<file path="src/rtl/core/sq8_pkg.sv">
`default_nettype none

package sq8_pkg;

    // Default sample width of the top level.
    localparam int SAMPLE_BITS_DEFAULT = 16;

    // Largest quantized magnitude and the number of quotient bits it needs.
    localparam int QMAX = 127;
    localparam int QUOT_BITS = 7;
    localparam int QUANT_BITS = 8;
    localparam int STEP_BITS = 3;

    // Commands from the controller to the datapath.
    typedef struct packed {
        logic scan;
        logic capture;
        logic mul;
        logic div_step;
        logic publish;
    } cmd_t;

    // Status from the datapath to the controller.
    typedef struct packed {
        logic div_last;
    } status_t;

endpackage

`default_nettype wire

</file>
<file path="src/rtl/core/sq8_ctrl.sv">
`default_nettype none

module sq8_ctrl (
    input  wire               clk,
    input  wire               rst_n,
    input  wire               item_valid,
    output logic              item_stall,
    input  wire               kind,
    output logic              result_valid,
    input  wire               result_stall,
    input  sq8_pkg::status_t  status,
    output sq8_pkg::cmd_t     cmd
);

    localparam logic [1:0] ST_IDLE = 2'd0;
    localparam logic [1:0] ST_MUL  = 2'd1;
    localparam logic [1:0] ST_DIV  = 2'd2;
    localparam logic [1:0] ST_PUB  = 2'd3;

    logic [1:0] state_reg;
    logic [1:0] state_next;
    logic       result_valid_reg;
    logic       result_valid_next;
    logic       accept;

    // New requests are taken only while no quantize item is in flight.
    assign item_stall   = (state_reg != ST_IDLE);
    assign accept       = item_valid && !item_stall;
    assign result_valid = result_valid_reg;

    // Next state, commands and output slot handling.
    always_comb
    begin
        state_next        = state_reg;
        cmd               = '0;
        result_valid_next = result_valid_reg && result_stall;
        case (state_reg)
            ST_IDLE:
            begin
                if (accept)
                begin
                    if (kind)
                    begin
                        cmd.capture = 1'b1;
                        state_next  = ST_MUL;
                    end
                    else
                    begin
                        cmd.scan = 1'b1;
                    end
                end
            end
            ST_MUL:
            begin
                cmd.mul    = 1'b1;
                state_next = ST_DIV;
            end
            ST_DIV:
            begin
                cmd.div_step = 1'b1;
                if (status.div_last)
                begin
                    state_next = ST_PUB;
                end
            end
            ST_PUB:
            begin
                if (!result_valid_reg || !result_stall)
                begin
                    cmd.publish       = 1'b1;
                    result_valid_next = 1'b1;
                    state_next        = ST_IDLE;
                end
            end
            default:
            begin
                state_next = ST_IDLE;
            end
        endcase
    end

    // State and output valid registers.
    always_ff @(posedge clk or negedge rst_n)
    begin
        if (!rst_n)
        begin
            state_reg        <= ST_IDLE;
            result_valid_reg <= 1'b0;
        end
        else
        begin
            state_reg        <= state_next;
            result_valid_reg <= result_valid_next;
        end
    end

    // A published result is offered in the next cycle.
    a_publish_valid: assert property (@(posedge clk) disable iff (!rst_n)
        cmd.publish |=> result_valid_reg)
        else $error("published result not offered");

    // The divider hands over to the output stage after its last step.
    a_div_to_pub: assert property (@(posedge clk) disable iff (!rst_n)
        (state_reg == ST_DIV && status.div_last) |=> state_reg == ST_PUB)
        else $error("divider did not finish into the output stage");

    // A captured quantize request always enters the multiply stage.
    a_capture_mul: assert property (@(posedge clk) disable iff (!rst_n)
        cmd.capture |=> state_reg == ST_MUL)
        else $error("captured request skipped the multiply stage");

    // No request is taken in while a quantize item is in flight.
    a_busy_no_take: assert property (@(posedge clk) disable iff (!rst_n)
        (state_reg != ST_IDLE) |-> !(cmd.scan || cmd.capture))
        else $error("request taken while busy");

endmodule

`default_nettype wire

</file>
<file path="src/rtl/core/sq8_datapath.sv">
`default_nettype none

module sq8_datapath #(
    parameter int SAMPLE_BITS = sq8_pkg::SAMPLE_BITS_DEFAULT
) (
    input  wire                                    clk,
    input  wire                                    rst_n,
    input  sq8_pkg::cmd_t                          cmd,
    output sq8_pkg::status_t                       status,
    input  wire signed [SAMPLE_BITS-1:0]           sample,
    input  wire                                    first,
    output logic signed [sq8_pkg::QUANT_BITS-1:0]  quantized
);

    localparam int PROD_BITS = SAMPLE_BITS + sq8_pkg::QUOT_BITS;

    logic [SAMPLE_BITS-1:0]            sample_mag;
    logic [SAMPLE_BITS-1:0]            scan_base;
    logic [SAMPLE_BITS-1:0]            max_reg;
    logic [SAMPLE_BITS-1:0]            mag_reg;
    logic                              neg_reg;
    logic [PROD_BITS-1:0]              prod;
    logic [SAMPLE_BITS-1:0]            rem_reg;
    logic [sq8_pkg::QUOT_BITS-1:0]     low_reg;
    logic [sq8_pkg::QUOT_BITS-1:0]     quot_reg;
    logic [sq8_pkg::STEP_BITS-1:0]     step_reg;
    logic                              zero_reg;
    logic                              sat_reg;
    logic [SAMPLE_BITS:0]              rem_shift;
    logic [SAMPLE_BITS:0]              rem_diff;
    logic                              rem_ge;
    logic [sq8_pkg::QUOT_BITS-1:0]     quot_final;
    logic [sq8_pkg::QUANT_BITS-1:0]    quot_ext;
    logic [sq8_pkg::QUANT_BITS-1:0]    result_reg;

    // Magnitude of the incoming sample; the most negative value maps exactly.
    assign sample_mag = sample[SAMPLE_BITS-1] ? (~sample + 1'b1) : sample;
    assign scan_base  = first ? '0 : max_reg;

    // Magnitude times 127 as a shift and a subtract.
    assign prod = (PROD_BITS'(mag_reg) << sq8_pkg::QUOT_BITS) - PROD_BITS'(mag_reg);

    // One restoring division step.
    assign rem_shift = {rem_reg, low_reg[sq8_pkg::QUOT_BITS-1]};
    assign rem_diff  = rem_shift - {1'b0, max_reg};
    assign rem_ge    = (rem_shift >= {1'b0, max_reg});

    assign status.div_last = (step_reg == sq8_pkg::STEP_BITS'(sq8_pkg::QUOT_BITS - 1));

    // Empty tensor gives zero; a sample above the scanned maximum saturates.
    always_comb
    begin
        if (zero_reg)
        begin
            quot_final = '0;
        end
        else if (sat_reg)
        begin
            quot_final = sq8_pkg::QUOT_BITS'(sq8_pkg::QMAX);
        end
        else
        begin
            quot_final = quot_reg;
        end
        quot_ext = {1'b0, quot_final};
    end

    assign quantized = result_reg;

    // Maximum magnitude and divider step counter.
    always_ff @(posedge clk or negedge rst_n)
    begin
        if (!rst_n)
        begin
            max_reg  <= '0;
            step_reg <= '0;
        end
        else
        begin
            if (cmd.scan)
            begin
                max_reg <= (sample_mag > scan_base) ? sample_mag : scan_base;
            end
            if (cmd.mul)
            begin
                step_reg <= '0;
            end
            else if (cmd.div_step)
            begin
                step_reg <= step_reg + 1'b1;
            end
        end
    end

    // Operand capture, divider and result registers.
    always_ff @(posedge clk)
    begin
        if (cmd.capture)
        begin
            mag_reg <= sample_mag;
            neg_reg <= sample[SAMPLE_BITS-1];
        end
        if (cmd.mul)
        begin
            rem_reg  <= prod[PROD_BITS-1:sq8_pkg::QUOT_BITS];
            low_reg  <= prod[sq8_pkg::QUOT_BITS-1:0];
            quot_reg <= '0;
            zero_reg <= (max_reg == '0);
            sat_reg  <= (mag_reg > max_reg);
        end
        else if (cmd.div_step)
        begin
            rem_reg  <= rem_ge ? rem_diff[SAMPLE_BITS-1:0] : rem_shift[SAMPLE_BITS-1:0];
            low_reg  <= low_reg << 1;
            quot_reg <= {quot_reg[sq8_pkg::QUOT_BITS-2:0], rem_ge};
        end
        if (cmd.publish)
        begin
            result_reg <= neg_reg ? (~quot_ext + 1'b1) : quot_ext;
        end
    end

    // The partial remainder stays below the divisor on the normal path.
    a_rem_bound: assert property (@(posedge clk) disable iff (!rst_n)
        (cmd.div_step && !zero_reg && !sat_reg) |-> rem_reg < max_reg)
        else $error("partial remainder not below divisor");

    // An all-zero tensor quantizes to zero.
    a_zero_result: assert property (@(posedge clk) disable iff (!rst_n)
        (cmd.publish && zero_reg) |=> result_reg == '0)
        else $error("all-zero tensor gave a nonzero result");

    // A scan leaves the maximum at least as large as the scanned magnitude.
    a_scan_max: assert property (@(posedge clk) disable iff (!rst_n)
        cmd.scan |=> max_reg >= $past(sample_mag))
        else $error("maximum below scanned magnitude");

endmodule

`default_nettype wire

</file>
<file path="src/rtl/core/symmetric_int8_quantizer.sv">
`default_nettype none

// Symmetric per-tensor int8 quantizer. Stream the tensor twice: scan requests
// (kind 0, first set on the first one) update the stored maximum
// magnitude and produce nothing; quantize requests (kind 1) each produce
// trunc(sample * 127 / max) in -127..127, or 0 for an all-zero tensor, with a
// sample above the scanned maximum saturating to +/-127. For a quantize
// request the sample is captured at acceptance, then come a multiply-by-127
// step, seven steps of the restoring divider (one quotient bit per cycle) and
// an output step that offers the result; the next request is taken in the
// cycle after that, even while the result still waits in its output register.
// Backpressure on the result side adds cycles only when a second result is
// ready before the first has been taken.
module symmetric_int8_quantizer #(
    parameter int SAMPLE_BITS = sq8_pkg::SAMPLE_BITS_DEFAULT
) (
    input  wire                                    clk,
    input  wire                                    rst_n,
    input  wire                                    item_valid,
    output logic                                   item_stall,
    input  wire                                    kind,
    input  wire signed [SAMPLE_BITS-1:0]           sample,
    input  wire                                    first,
    output logic                                   result_valid,
    input  wire                                    result_stall,
    output logic signed [sq8_pkg::QUANT_BITS-1:0]  quantized
);

    sq8_pkg::cmd_t    cmd;
    sq8_pkg::status_t status;

    // Sequencer for the request and result handshakes.
    sq8_ctrl u_ctrl (
        .clk          (clk),
        .rst_n        (rst_n),
        .item_valid   (item_valid),
        .item_stall   (item_stall),
        .kind         (kind),
        .result_valid (result_valid),
        .result_stall (result_stall),
        .status       (status),
        .cmd          (cmd)
    );

    // Maximum tracking, multiply and divide.
    sq8_datapath #(
        .SAMPLE_BITS (SAMPLE_BITS)
    ) u_datapath (
        .clk       (clk),
        .rst_n     (rst_n),
        .cmd       (cmd),
        .status    (status),
        .sample    (sample),
        .first     (first),
        .quantized (quantized)
    );

endmodule

`default_nettype wire

</file>
<file path="config.mk">
export PLATFORM = sky130hd
export DESIGN_NAME = symmetric_int8_quantizer
export DESIGN_NICKNAME = d
export VERILOG_FILES = /design/src/rtl/core/sq8_pkg.sv /design/src/rtl/core/sq8_ctrl.sv /design/src/rtl/core/sq8_datapath.sv /design/src/rtl/core/symmetric_int8_quantizer.sv
export SDC_FILE = /design/constraint.sdc
export NUM_CORES = 1
export LEC_CHECK = 0
export BUFFER_PORTS_ARGS = -buffer_cell sky130_fd_sc_hd__buf_2
export CAP_MARGIN = 10
export CELL_PAD_IN_SITES_DETAIL_PLACEMENT = 1
export CELL_PAD_IN_SITES_GLOBAL_PLACEMENT = 1
export CORE_UTILIZATION = 44
export CTS_CLUSTER_DIAMETER = 200
export DETAILED_ROUTE_END_ITERATION = 6
export PLACE_DENSITY = 0.82
export SLEW_MARGIN = 25
export SYNTH_ARGS = -nofsm -noshare
export SYNTH_HDL_FRONTEND = slang
export SYNTH_SLANG_ARGS = --single-unit
</file>
<file path="constraint.sdc">
create_clock -name clk -period 2.4 [get_ports clk]
set_input_delay 0.48 -clock clk [delete_from_list [all_inputs] [get_ports clk]]
set_output_delay 0.48 -clock clk [all_outputs]
set_load 0.005 [all_outputs]
</file>
# Word-level counts from Yosys, hierarchy flattened
# Index checks and enable logic that the tools add are counted.
[word_totals] ram_bits=0 elab_cells=70 latchBits=0 output_inout_bits=10 ff_bits=79 mem_count=0 romBits=0
[classes] muxes=28 order_cmp=3 eq_ne=8 div=0 shifts=0 reduce_logical=11 add_sub_neg=5 n_mul=0 bitwise=2
[op_table] cell="16-bit 2-to-1 mux" count=6
[op_table] cell="7-bit 2-to-1 mux" count=5
[op_table] cell="16-bit greater-than comparator" count=2
[op_table] cell="23-bit by 16-bit subtractor with 23-bit output" count=1
[op_table] cell="17-bit by 16-bit greater-or-equal comparator with 1-bit output" count=1
[op_table] cell="16-bit by 1-bit adder with 16-bit output (second input constant)" count=1
[op_table] cell="16-bit logical NOT" count=1
[op_table] cell="16-bit inverter" count=1
[op_table] cell="16-bit subtractor" count=1
[op_table] cell="2-bit 2-to-1 mux" count=6
[op_table] cell="8-bit by 1-bit adder with 8-bit output (second input constant)" count=1
[op_table] cell="1-bit 2-to-1 mux" count=8
[op_table] cell="7-bit inverter with 8-bit output" count=1
[op_table] cell="2-bit one-hot mux with 4 select lines" count=1
[op_table] cell="3-bit 2-to-1 mux" count=2
[op_table] cell="2-bit == test (second input constant)" count=2
[op_table] cell="2-bit by 1-bit inequality test with 1-bit output (second input constant)" count=2
[op_table] cell="2-bit inequality test (second input constant)" count=2
[op_table] cell="4-bit AND reduction" count=1
[op_table] cell="2-bit nonzero test" count=2
[op_table] cell="3-bit by 1-bit adder with 3-bit output (second input constant)" count=1
[op_table] cell="3-bit == test (second input constant)" count=1
[op_table] cell="1-bit logical NOT" count=3
[op_table] cell="2-bit by 1-bit == test with 1-bit output (second input constant)" count=1
[op_table] cell="other kinds (3)" count=4

# Longest topological paths before layout
# Gate-level depths: netlist of the first run.
[logic_depth] depth_word=5 mapped_depth=15

# Cells and area by module
# Synthesis of the first run repeated with hierarchy kept, for this count alone.
[hier_totals] cells_unflattened=648 area_unflattened_um2=6243.5
[by_module_without_submodules] module="sq8_datapath" n_inst=1 cells_each=625 seq_area_each_um2=2117.0 area_per_inst_um2=5995.8
[by_module_without_submodules] module="sq8_ctrl" n_inst=1 cells_each=23 seq_area_each_um2=75.1 area_per_inst_um2=247.7

# Worst setup path after synthesis of the first run
# OpenSTA, ideal clock, no wires.
[synth_timing] kind="input to register" start="in sample[4]" end="reg u_datapath.max_reg[10]" stages=13 n_path_buf=1 setup_ps=125 setup_slack_ps=-1154 t_arrival_ps=3429 path_cell_list="nor4_1 -> nand3_1 -> or3_1 -> o31ai_1 -> xnor2_1 -> ha_1 -> a21o_1 -> a21o_1 -> a21oi_1 -> o21ai_0 -> o211ai_2 -> buf_2 -> mux2_2"
[synth_via] elab_chain_len=5
[synth_lines] item="start: declaration" line="symmetric_int8_quantizer.sv:22" rtl="input wire signed [SAMPLE_BITS-1:0] sample,"
[synth_lines] item="16-bit inverter" line="sq8_datapath.sv:37" rtl="assign sample_mag = sample[SAMPLE_BITS-1] ? (~sample + 1'b1) : sample;"
[synth_lines] item="16-bit by 1-bit adder with 16-bit output" line="sq8_datapath.sv:37"
[synth_lines] item="16-bit 2-to-1 mux" line="sq8_datapath.sv:37"
[synth_lines] item="net u_datapath.sample_mag[13]" line="sq8_datapath.sv:17" rtl="logic [SAMPLE_BITS-1:0] sample_mag;"
[synth_lines] item="16-bit greater-than comparator" line="sq8_datapath.sv:82" rtl="max_reg <= (sample_mag > scan_base) ? sample_mag : scan_base;"
[synth_lines] item="16-bit 2-to-1 mux" line="sq8_datapath.sv:82"
[synth_lines] item="end signal: assignment" line="sq8_datapath.sv:82"
[synth_lines] item="end: declaration" line="sq8_datapath.sv:19" rtl="logic [SAMPLE_BITS-1:0] max_reg;"
# The timed path passes the listed nets, and every way through them passes these cells.
# A chain may end at the register's enable or synchronous reset.

# Worst setup path in the final report of the first run
[layout_timing] start="in sample[3]" end="reg u_datapath.max_reg[5]"
# Same word-level chain as after synthesis.

==> impl_metrics.env, run 1 <==
export IMPL_regToRegSetupSlack_ps=-610
export IMPL_fin_ws_ps=-1080
export IMPL_slew_violations=0
export IMPL_combPwrFrac_pct=69.1
export IMPL_syn_num_nets=741
export IMPL_synth_edf_count=50
export IMPL_crit_family="compound AO/OA/AOI/OAI gates"
export IMPL_rr_worst_depth=10
export IMPL_setup_tns_ps=-22750
export IMPL_violations="DRC, setup timing"
export IMPL_clock_latency_ps=370
export IMPL_worst_path_most_repeated_cell="buf_4"
export IMPL_via_per_inst=6.91
export IMPL_crit_fanout=8
export IMPL_slew_headroom_pct=52.0
export IMPL_cp_num_cells=15
export IMPL_die_x_um=121
export IMPL_start_util_pct=44.9
export IMPL_leakagePower_nw=3.97
export IMPL_vias=7240
export IMPL_h_tree_depth=3
export IMPL_sw_frac_of_total_pct=48.0
export IMPL_clkTransAtPathRegs_ps=80
export IMPL_crit_type="in2reg"
export IMPL_design_area_um2=8910
export IMPL_die_h_um=121
export IMPL_power_density_nw_per_um2=1580
export IMPL_reg2reg_from="u_datapath.max_reg[11]"
export IMPL_hold_viol_final=0
export IMPL_synth_seq_cells=79
export IMPL_drtPass1Iterations=7
export IMPL_clockBufferDepth=2
export IMPL_slowest_stage="o31ai_1"
export IMPL_critical_path_max_stage_delay_ps=460
export IMPL_wl_per_cell_um=33.0
export IMPL_ant_nets=0
export IMPL_rsz0062_at_grt="true"
export IMPL_numCtsBuffers=9
export IMPL_yosys_warnings=0
export IMPL_first_global_vias=7200
export IMPL_grt_max_degree=40
export IMPL_synth_most_common_cell="ha_1"
export IMPL_place_area_um2=7830
export IMPL_synthCells=652
export IMPL_ctsHoldBuffers=0
export IMPL_cts_root_buf="clkbuf_16"
export IMPL_cts_tree="yes"
export IMPL_cp_start_kind="input pin"
export IMPL_antenna_found_initial=1
export IMPL_final_setup_viol_count=34
export IMPL_r2r_end="u_datapath.rem_reg[13]"
export IMPL_die_area_um2=14600
export IMPL_path_cells="buf_2 > buf_4 > nor2_4 > buf_4 > nand3b_1 > o31ai_1 > xnor2_1 > ha_1 > nand4_1 > a21oi_1 > o31a_1 > o211ai_2 > buf_6 > buf_12 > mux2_4"
export IMPL_yosys_area_top_type="edfxtp_1"
export IMPL_area_growth_syn_to_layout_pct=43.6
export IMPL_drt_initial_drc_count=855
export IMPL_critical_path_required_ps=2650
export IMPL_core_rowCount=43
export IMPL_worstSetupEndpointType="flop"
export IMPL_diodes=0
export IMPL_synth_area_um2=6200
export IMPL_drc=1
export IMPL_syn_avg_cell_area_um2=9.51
export IMPL_async_reset_ff_share_pct=27.8
export IMPL_p_int_mw=7.30
export IMPL_yosysTopAreaCellShare_pct=24.2
export IMPL_maxCapViolations=0
export IMPL_switchingPower_mw=6.74
export IMPL_min_period_ps=3480
export IMPL_post_place_ws_ps=-1220
export IMPL_place_congestion=0.904
export IMPL_place_hpwl_um=17000
export IMPL_drive_gt1_share_pct=40.8
export IMPL_core_area_um2=13800
export IMPL_total_power_mw=14.0
export IMPL_worst_pin_slew_ps=714
export IMPL_status="finished, violations left"
export IMPL_netlist_top_cells_count="66 x ha_1, 50 x edfxtp_1, 44 x nand2_1"
export IMPL_grt_pass1_wl_um=41800
export IMPL_synthTopCellsByArea="edfxtp_1 24%, ha_1 13%, dfrtp_1 8.9%"
export IMPL_grt_overflow_total=0
export IMPL_p_seq_share_pct=20.1
export IMPL_hold_class="in2async"
export IMPL_fmax_mhz=287
export IMPL_fin_nets=952
export IMPL_cp_endpoint="u_datapath.max_reg[5]"
export IMPL_timing_final_crit_share_pct=145
export IMPL_cp_num_buf_inv=5
export IMPL_pwr_share_clk_pct=10.8
export IMPL_arrival_ps=3730
export IMPL_clock_skew_ps=13.3
export IMPL_grt_util_all_layers_pct=38.5
export IMPL_synth_yosys_seq_area_share_pct=35.3
export IMPL_ys_flop_type="edfxtp_1"
export IMPL_clkSinkCount=79
export IMPL_finalWirelength_um=34600
export IMPL_io_pins=32
export IMPL_startpoint="sample[3]"
export IMPL_vdd_drop_max_uv=949
export IMPL_yosysUniqueCellTypes=61
export IMPL_numPortBuffers=31
[worst min path at each step]
stage / from / endpoint / slack, ps / cells past startpoint
floorplan: rst_n / u_ctrl.result_valid / 180 / 0
global route: rst_n / u_datapath.max_reg[15] / 130 / 1
detailed placement: rst_n / u_datapath.max_reg[12] / 490 / 1
finish: rst_n / u_datapath.max_reg[15] / 110 / 1
global placement: rst_n / u_ctrl.result_valid / 460 / 1
CTS: rst_n / u_datapath.max_reg[12] / 110 / 1
[layer usage]
metal / track usage (%) / wire, um / up-vias
met5: 0 / 17 / -
met4: 23.7 / 3520 / 2
met3: 4.81 / 3240 / 284
met2: 68.1 / 16100 / 583
met1: 44.0 / 11800 / 3557
li1: - / - / 2814
[logic make-up after synthesis]
kind of cell	Yosys count	share of synthesized area [%]
DFF	79	35.3
muxes	43	7.48
AOI/OAI and AO/OA	147	16.1
adders and majority gates	67	13.6
buffers and inverters	62	3.79
xor gates and xnor gates	41	5.79
and+or+nand+nor	213	17.8
[cell usage in the layout (no fill, tap or decap), types with 4 or more instances in the layout]
cell / Yosys / routed
nand4_1: 11 / 11
inv_1: 43 / 30
dfrtp_1: 22 / 21
and3_1: 6 / 6
nand3_1: 18 / 15
nand2b_1: 20 / 20
nand2_1: 44 / 41
mux2i_1: 19 / 16
or3_1: 7 / 6
buf_4: 0 / 170
edfxtp_1: 50 / 50
nor3_2: 0 / 5
nor2b_1: 6 / 5
xor2_1: 5 / 5
mux2_2: 23 / 6
buf_2: 2 / 29
clkbuf_16: 0 / 10
and2_1: 15 / 15
o31ai_1: 8 / 5
o21bai_1: 4 / 4
ha_1: 66 / 51
inv_2: 0 / 13
ha_4: 0 / 14
o21a_1: 10 / 10
a21oi_1: 38 / 27
a21oi_2: 0 / 9
nor2_1: 41 / 37
o21ai_0: 24 / 18
a21o_1: 21 / 20
a21boi_0: 5 / 4
buf_6: 0 / 14
dfxtp_1: 7 / 7
xnor2_1: 36 / 33
nor3_1: 19 / 13
a31oi_1: 7 / 6
o21ai_1: 1 / 4
mux2_4: 1 / 18
o31a_1: 4 / 4
nor4_1: 10 / 8
[repair_timing]
action                     4_1_cts  5_1_grt
pin swaps                       21       27
cloned                           2        0
gates resized for setup         73       60
setup buffers                   14       12
setup endpoints to repair       33       34
[through the flow]
stage          util, %  hold WS [ps]  std cells
2_1_floorplan        -           184        652
3_3_place_gp      56.6           462       1006
3_5_place_dp      56.6           490       1006
4_1_cts           61.7           113       1038
5_1_grt           64.4           126       1048
6_report          64.4           111       1048
[final cells by class]
| class | instances | area [um^2] |
|---|---|---|
| flip-flops and latches | 79 | 2190 |
| clock buffers | 10 | 250 |
| inverters | 43 | 161 |
| clock inverters | 6 | 46.3 |
| fillers | 1447 | 4920 |
| repair buffers | 218 | 1680 |
| well taps | 180 | 225 |
| multi-input cells | 512 | 4350 |
[power by group through the flow]
stage,Combinational [mW],Sequential [mW],Clock [mW]
floorplan,4.17,2.56,0
global placement,6.53,2.58,0
CTS,8.00,2.65,1.41
global route,10.1,2.83,1.56
detailed placement,7.26,2.65,0
finish,9.71,2.82,1.51
Power figures use the tool's default switching activity.
==> run 2, diff against run 1 <==
- BUFFER_PORTS_ARGS: -buffer_cell sky130_fd_sc_hd__buf_2 -> unset
- CORE_UTILIZATION: 44 -> 45
- DONT_BUFFER_PORTS: unset -> 1
- PLACE_DENSITY: 0.82 -> 0.78
- clock period: 2.4 -> 4 ns (I/O delays scaled with it)
==> impl_metrics.env, run 2 (synthesis gave the netlist of run 1 again) <==
export IMPL_status="finished, final reports clean"
export IMPL_worst_pin_slew_ps=814
export IMPL_leakagePower_nw=2.77
export IMPL_power_density_nw_per_um2=863
export IMPL_io_pins=32
export IMPL_numCtsBuffers=9
export IMPL_h_tree_depth=3
export IMPL_clkTransAtPathRegs_ps=60
export IMPL_switchingPower_mw=2.47
export IMPL_cts_resized=0
export IMPL_total_power_mw=5.79
export IMPL_pwr_share_clk_pct=15.7
export IMPL_final_cell_mix="65 x ha_1, 50 x edfxtp_1, 44 x nand2_1"
export IMPL_drc=0
export IMPL_regToRegSetupSlack_ps=1020
export IMPL_area_growth_syn_to_layout_pct=8.17
export IMPL_post_cts_setup_buffers=0
export IMPL_vdd_drop_max_uv=346
export IMPL_fmax_mhz=274
export IMPL_crit_type="in2reg"
export IMPL_min_period_ps=3650
export IMPL_post_place_ws_ps=1.50
export IMPL_wl_per_cell_um=18.7
export IMPL_slew_headroom_pct=45.8
export IMPL_startpoint="sample[4]"
export IMPL_wl_met2_um=7730
export IMPL_crit_fanout=16
export IMPL_wl_met1_um=7320
export IMPL_final_setup_viol_count=0
export IMPL_drtPass1Iterations=4
export IMPL_cts_root_buf="clkbuf_16"
export IMPL_reg2reg_from="u_datapath.mag_reg[5]"
export IMPL_fin_nets=736
export IMPL_grt_util_all_layers_pct=22.8
export IMPL_combPwrFrac_pct=56.0
export IMPL_rr_worst_depth=8
export IMPL_arrival_ps=3870
export IMPL_maxCapViolations=0
export IMPL_cts_tree="yes"
export IMPL_timing_final_crit_share_pct=91.2
export IMPL_die_h_um=119
export IMPL_clockBufferDepth=2
export IMPL_hold_ws_ps=154
export IMPL_finish_utilization_pct=50.3
export IMPL_die_area_um2=14300
export IMPL_via_per_inst=5.88
export IMPL_grt_overflow_total=0
export IMPL_worstSetupEndpointType="flop"
export IMPL_drt_initial_drc_count=215
export IMPL_core_area_um2=13300
export IMPL_dr_max_layer_used="met4"
export IMPL_clock_skew_ps=7.65
export IMPL_drive_gt1_share_pct=8.44
export IMPL_hold_class="in2async"
export IMPL_r2r_end="u_datapath.rem_reg[15]"
export IMPL_die_x_um=119
export IMPL_critical_path_required_ps=4220
export IMPL_final_common_cell="ha_1"
export IMPL_antenna_found_initial=0
export IMPL_wl_met3_um=267
export IMPL_clkSinkCount=79
export IMPL_grt_max_degree=40
export IMPL_first_global_vias=5212
export IMPL_start_util_pct=46.5
export IMPL_place_congestion=0.921
export IMPL_vias=4868
export IMPL_numPortBuffers=0
export IMPL_p_int_mw=3.32
export IMPL_ctsHoldBuffers=0
export IMPL_rsz0062_at_grt="false"
export IMPL_slew_violations=0
export IMPL_core_rowCount=42
export IMPL_sw_frac_of_total_pct=42.7
export IMPL_finalWirelength_um=15500
export IMPL_p_seq_share_pct=28.3
export IMPL_cp_start_kind="input pin"
export IMPL_clock_latency_ps=340
export IMPL_diodes=0
export IMPL_ant_nets=0
export IMPL_fin_ws_ps=351
export IMPL_hold_viol_final=0
export IMPL_setup_tns_ps=0
export IMPL_grt_pass1_wl_um=25600
export IMPL_place_hpwl_um=12200
==> run 2: metal layers <==
layer | vias up | GRT usage [%]
met5 | - | 0
met1 | 2416 | 28.8
met2 | 57 | 40.6
met4 | 0 | 5.94
met3 | 14 | 2.92
li1 | 2381 | -
==> run 2: worst max-delay path, stage by stage <==
cell	delay [ps]
nor4_1	340
nand3_1	160
or3_1	380
o31ai_1	250
xnor2_1	220
ha_1	310
a21o_1	190
a21o_1	180
a21oi_1	140
o21ai_0	120
o211ai_2	220
buf_12	190
mux2_2	350
==> run 2: power by group through the flow <==
stage / clock, mW / combinational, mW / sequential (mW)
6_report: 0.909 / 3.24 / 1.64
5_1_grt: 0.948 / 3.61 / 1.68
4_1_cts: 0.921 / 3.25 / 1.63
3_5_place_dp: 0 / 3.22 / 1.65
3_3_place_gp: 0 / 3.02 / 1.63
2_1_floorplan: 0 / 2.49 / 1.54
==> run 2: how the worst max path moves through the flow <==
stage	endpoint	cells after the start	slack, ps
finish	u_datapath.max_reg[13]	13	350
CTS	u_datapath.max_reg[13]	13	350
global placement	u_datapath.max_reg[15]	13	130
detailed placement	u_datapath.max_reg[13]	13	2
global route	u_datapath.max_reg[13]	13	170
floorplan	u_datapath.max_reg[10]	13	130
==> run 2: cell type report <==
class	instances	area [um^2]
multi-input combinational	511	3780
sequential	79	2190
tap	176	220
clock buffer	11	243
inverter	43	161
fill	1531	6640
clock inverter	5	80.1
timing repair buffer	3	35.0
==> run 2: through the flow <==
stage / std cells / cell area [um^2]
2_1_floorplan: 652 / 6200
3_3_place_gp: 812 / 6380
3_5_place_dp: 812 / 6390
4_1_cts: 828 / 6710
5_1_grt: 828 / 6710
6_report: 828 / 6710
==> run 3, diff against run 2 <==
- clock period: 4 -> 3.4 ns (I/O delays scaled with it)
==> impl_metrics.env, run 3 (synthesis gave the netlist of run 1 again) <==
export IMPL_cts_tree="yes"
export IMPL_ant_nets=0
export IMPL_drt_initial_drc_count=213
export IMPL_grt_overflow_total=0
export IMPL_clockBufferDepth=2
export IMPL_wl_per_cell_um=19.3
export IMPL_post_place_ws_ps=-226
export IMPL_rr_worst_depth=9
export IMPL_core_rowCount=42
export IMPL_slew_violations=0
export IMPL_final_setup_viol_count=0
export IMPL_startpoint="sample[4]"
export IMPL_worst_pin_slew_ps=868
export IMPL_leakagePower_nw=2.82
export IMPL_r2r_end="u_datapath.rem_reg[15]"
export IMPL_core_area_um2=13300
export IMPL_clock_skew_ps=11.3
export IMPL_drive_gt1_share_pct=10.6
export IMPL_crit_type="in2reg"
export IMPL_ctsHoldBuffers=0
export IMPL_n_fill_cell=1537
export IMPL_clock_latency_ps=350
export IMPL_critical_path_required_ps=3630
export IMPL_maxCapViolations=0
export IMPL_fin_nets=746
export IMPL_setup_tns_ps=0
export IMPL_vdd_drop_max_uv=560
export IMPL_grt_max_degree=28
export IMPL_rsz0062_at_grt="false"
export IMPL_start_util_pct=46.5
export IMPL_cp_start_kind="input pin"
export IMPL_drc=0
export IMPL_place_hpwl_um=12700
export IMPL_die_area_um2=14300
export IMPL_via_per_inst=5.88
export IMPL_clkTransAtPathRegs_ps=70
export IMPL_first_global_vias=5351
export IMPL_hold_viol_final=0
export IMPL_final_cell_mix="66 x ha_1, 50 x edfxtp_1, 44 x nand2_1"
export IMPL_h_tree_depth=3
export IMPL_die_h_um=119
export IMPL_diodes=0
export IMPL_min_period_ps=3240
export IMPL_power_density_nw_per_um2=995
export IMPL_fmax_mhz=308
export IMPL_vias=4927
export IMPL_die_x_um=119
export IMPL_status="finished, final reports clean"
export IMPL_arrival_ps=3470
export IMPL_grt_util_all_layers_pct=23.7
export IMPL_fin_ws_ps=158
export IMPL_numPortBuffers=0
export IMPL_finalWirelength_um=16200
export IMPL_regToRegSetupSlack_ps=290
export IMPL_grt_pass1_wl_um=26600
export IMPL_hold_class="in2async"
export IMPL_crit_fanout=16
export IMPL_cp_endpoint="u_datapath.max_reg[6]"
export IMPL_drtPass1Iterations=4
export IMPL_antenna_found_initial=0
export IMPL_place_congestion=0.941
export IMPL_worstSetupEndpointType="flop"
export IMPL_slew_headroom_pct=42.1
export IMPL_final_common_cell="ha_1"
export IMPL_area_growth_syn_to_layout_pct=9.72
export IMPL_numCtsBuffers=9
export IMPL_timing_final_crit_share_pct=95.4
export IMPL_io_pins=32
export IMPL_cts_root_buf="clkbuf_16"
export IMPL_clkSinkCount=79
export IMPL_reg2reg_from="u_datapath.mag_reg[12]"
[run 3: cell count changes in the layout (fill, tap and decap cells not counted), sizes merged]
cell,change
clkinv,+1
bufinv,-2
clkbuf,-1
inv,+1
clkinvlp,+1
buf,+10
[run 3: cell type report]
type | count | area, um^2 | area share (%)
Sequential cell | 79 | 2190 | 32.2
Inverter | 43 | 161 | 2.37
Clock buffer | 10 | 250 | 3.68
Multi-Input combinational cell | 511 | 3820 | 56.1
Timing Repair Buffer | 13 | 110 | 1.62
Clock inverter | 6 | 50.0 | 0.735
Tap cell | 176 | 220 | 3.24
[run 3: metrics by stage]
stage,std cells,cell area (um^2),utilization [%],hold WS [ps],power (mW)
floorplan,652,6240,-,384,4.74
global placement,822,6490,48.6,385,5.50
detailed placement,822,6490,48.6,385,5.78
CTS,838,6790,50.9,15.4,6.79
global route,838,6810,51.0,19.5,7.29
finish,838,6810,51.0,18.9,6.77
[run 3: critical path: stages]
cell and delay [ps]:
nor4_4 290, nand3_2 110, or3_4 360, o31ai_4 220
xnor2_2 110, ha_1 330, a21o_1 190, a21o_1 180
a21oi_1 150, o21ai_1 110, o211ai_2 200, buf_12 190
mux2_2 350
[run 3: what timing repair did]
| item | 4_1_cts | 5_1_grt |
|---|---|---|
| gates resized for setup | 0 | 2 |
| hold endpoints to repair | 0 | 0 |
| setup buffers | 0 | 0 |
| endpoints found under the setup margin | 0 | 15 |
[run 3: metal layers]
metal,GRT usage (%),vias up,part of all wire [%]
li1,-,2397,-
met2,41.6,65,50
met5,0,-,0
met4,10.0,0,2.6
met3,1.92,24,1.8
met1,29.9,2441,46
[run 3: worst min-delay path by stage]
stage / cells after the start / slack, ps / to
after global placement: 0 / 380 / u_ctrl.result_valid
after detailed placement: 0 / 390 / u_ctrl.result_valid
after CTS: 0 / 20 / u_ctrl.result_valid
after global routing: 0 / 20 / u_ctrl.state_reg[0]
final: 0 / 20 / u_ctrl.state_reg[0]
after floorplan: 0 / 380 / u_ctrl.result_valid
[run 3: report_power, final]
group | internal (mW) | total, mW | switching (mW)
sequential | 1.61 | 1.91 | 0.308
clock | 0.549 | 0.974 | 0.425
combinational | 1.66 | 3.88 | 2.22
total | 3.81 | 6.77 | 2.96
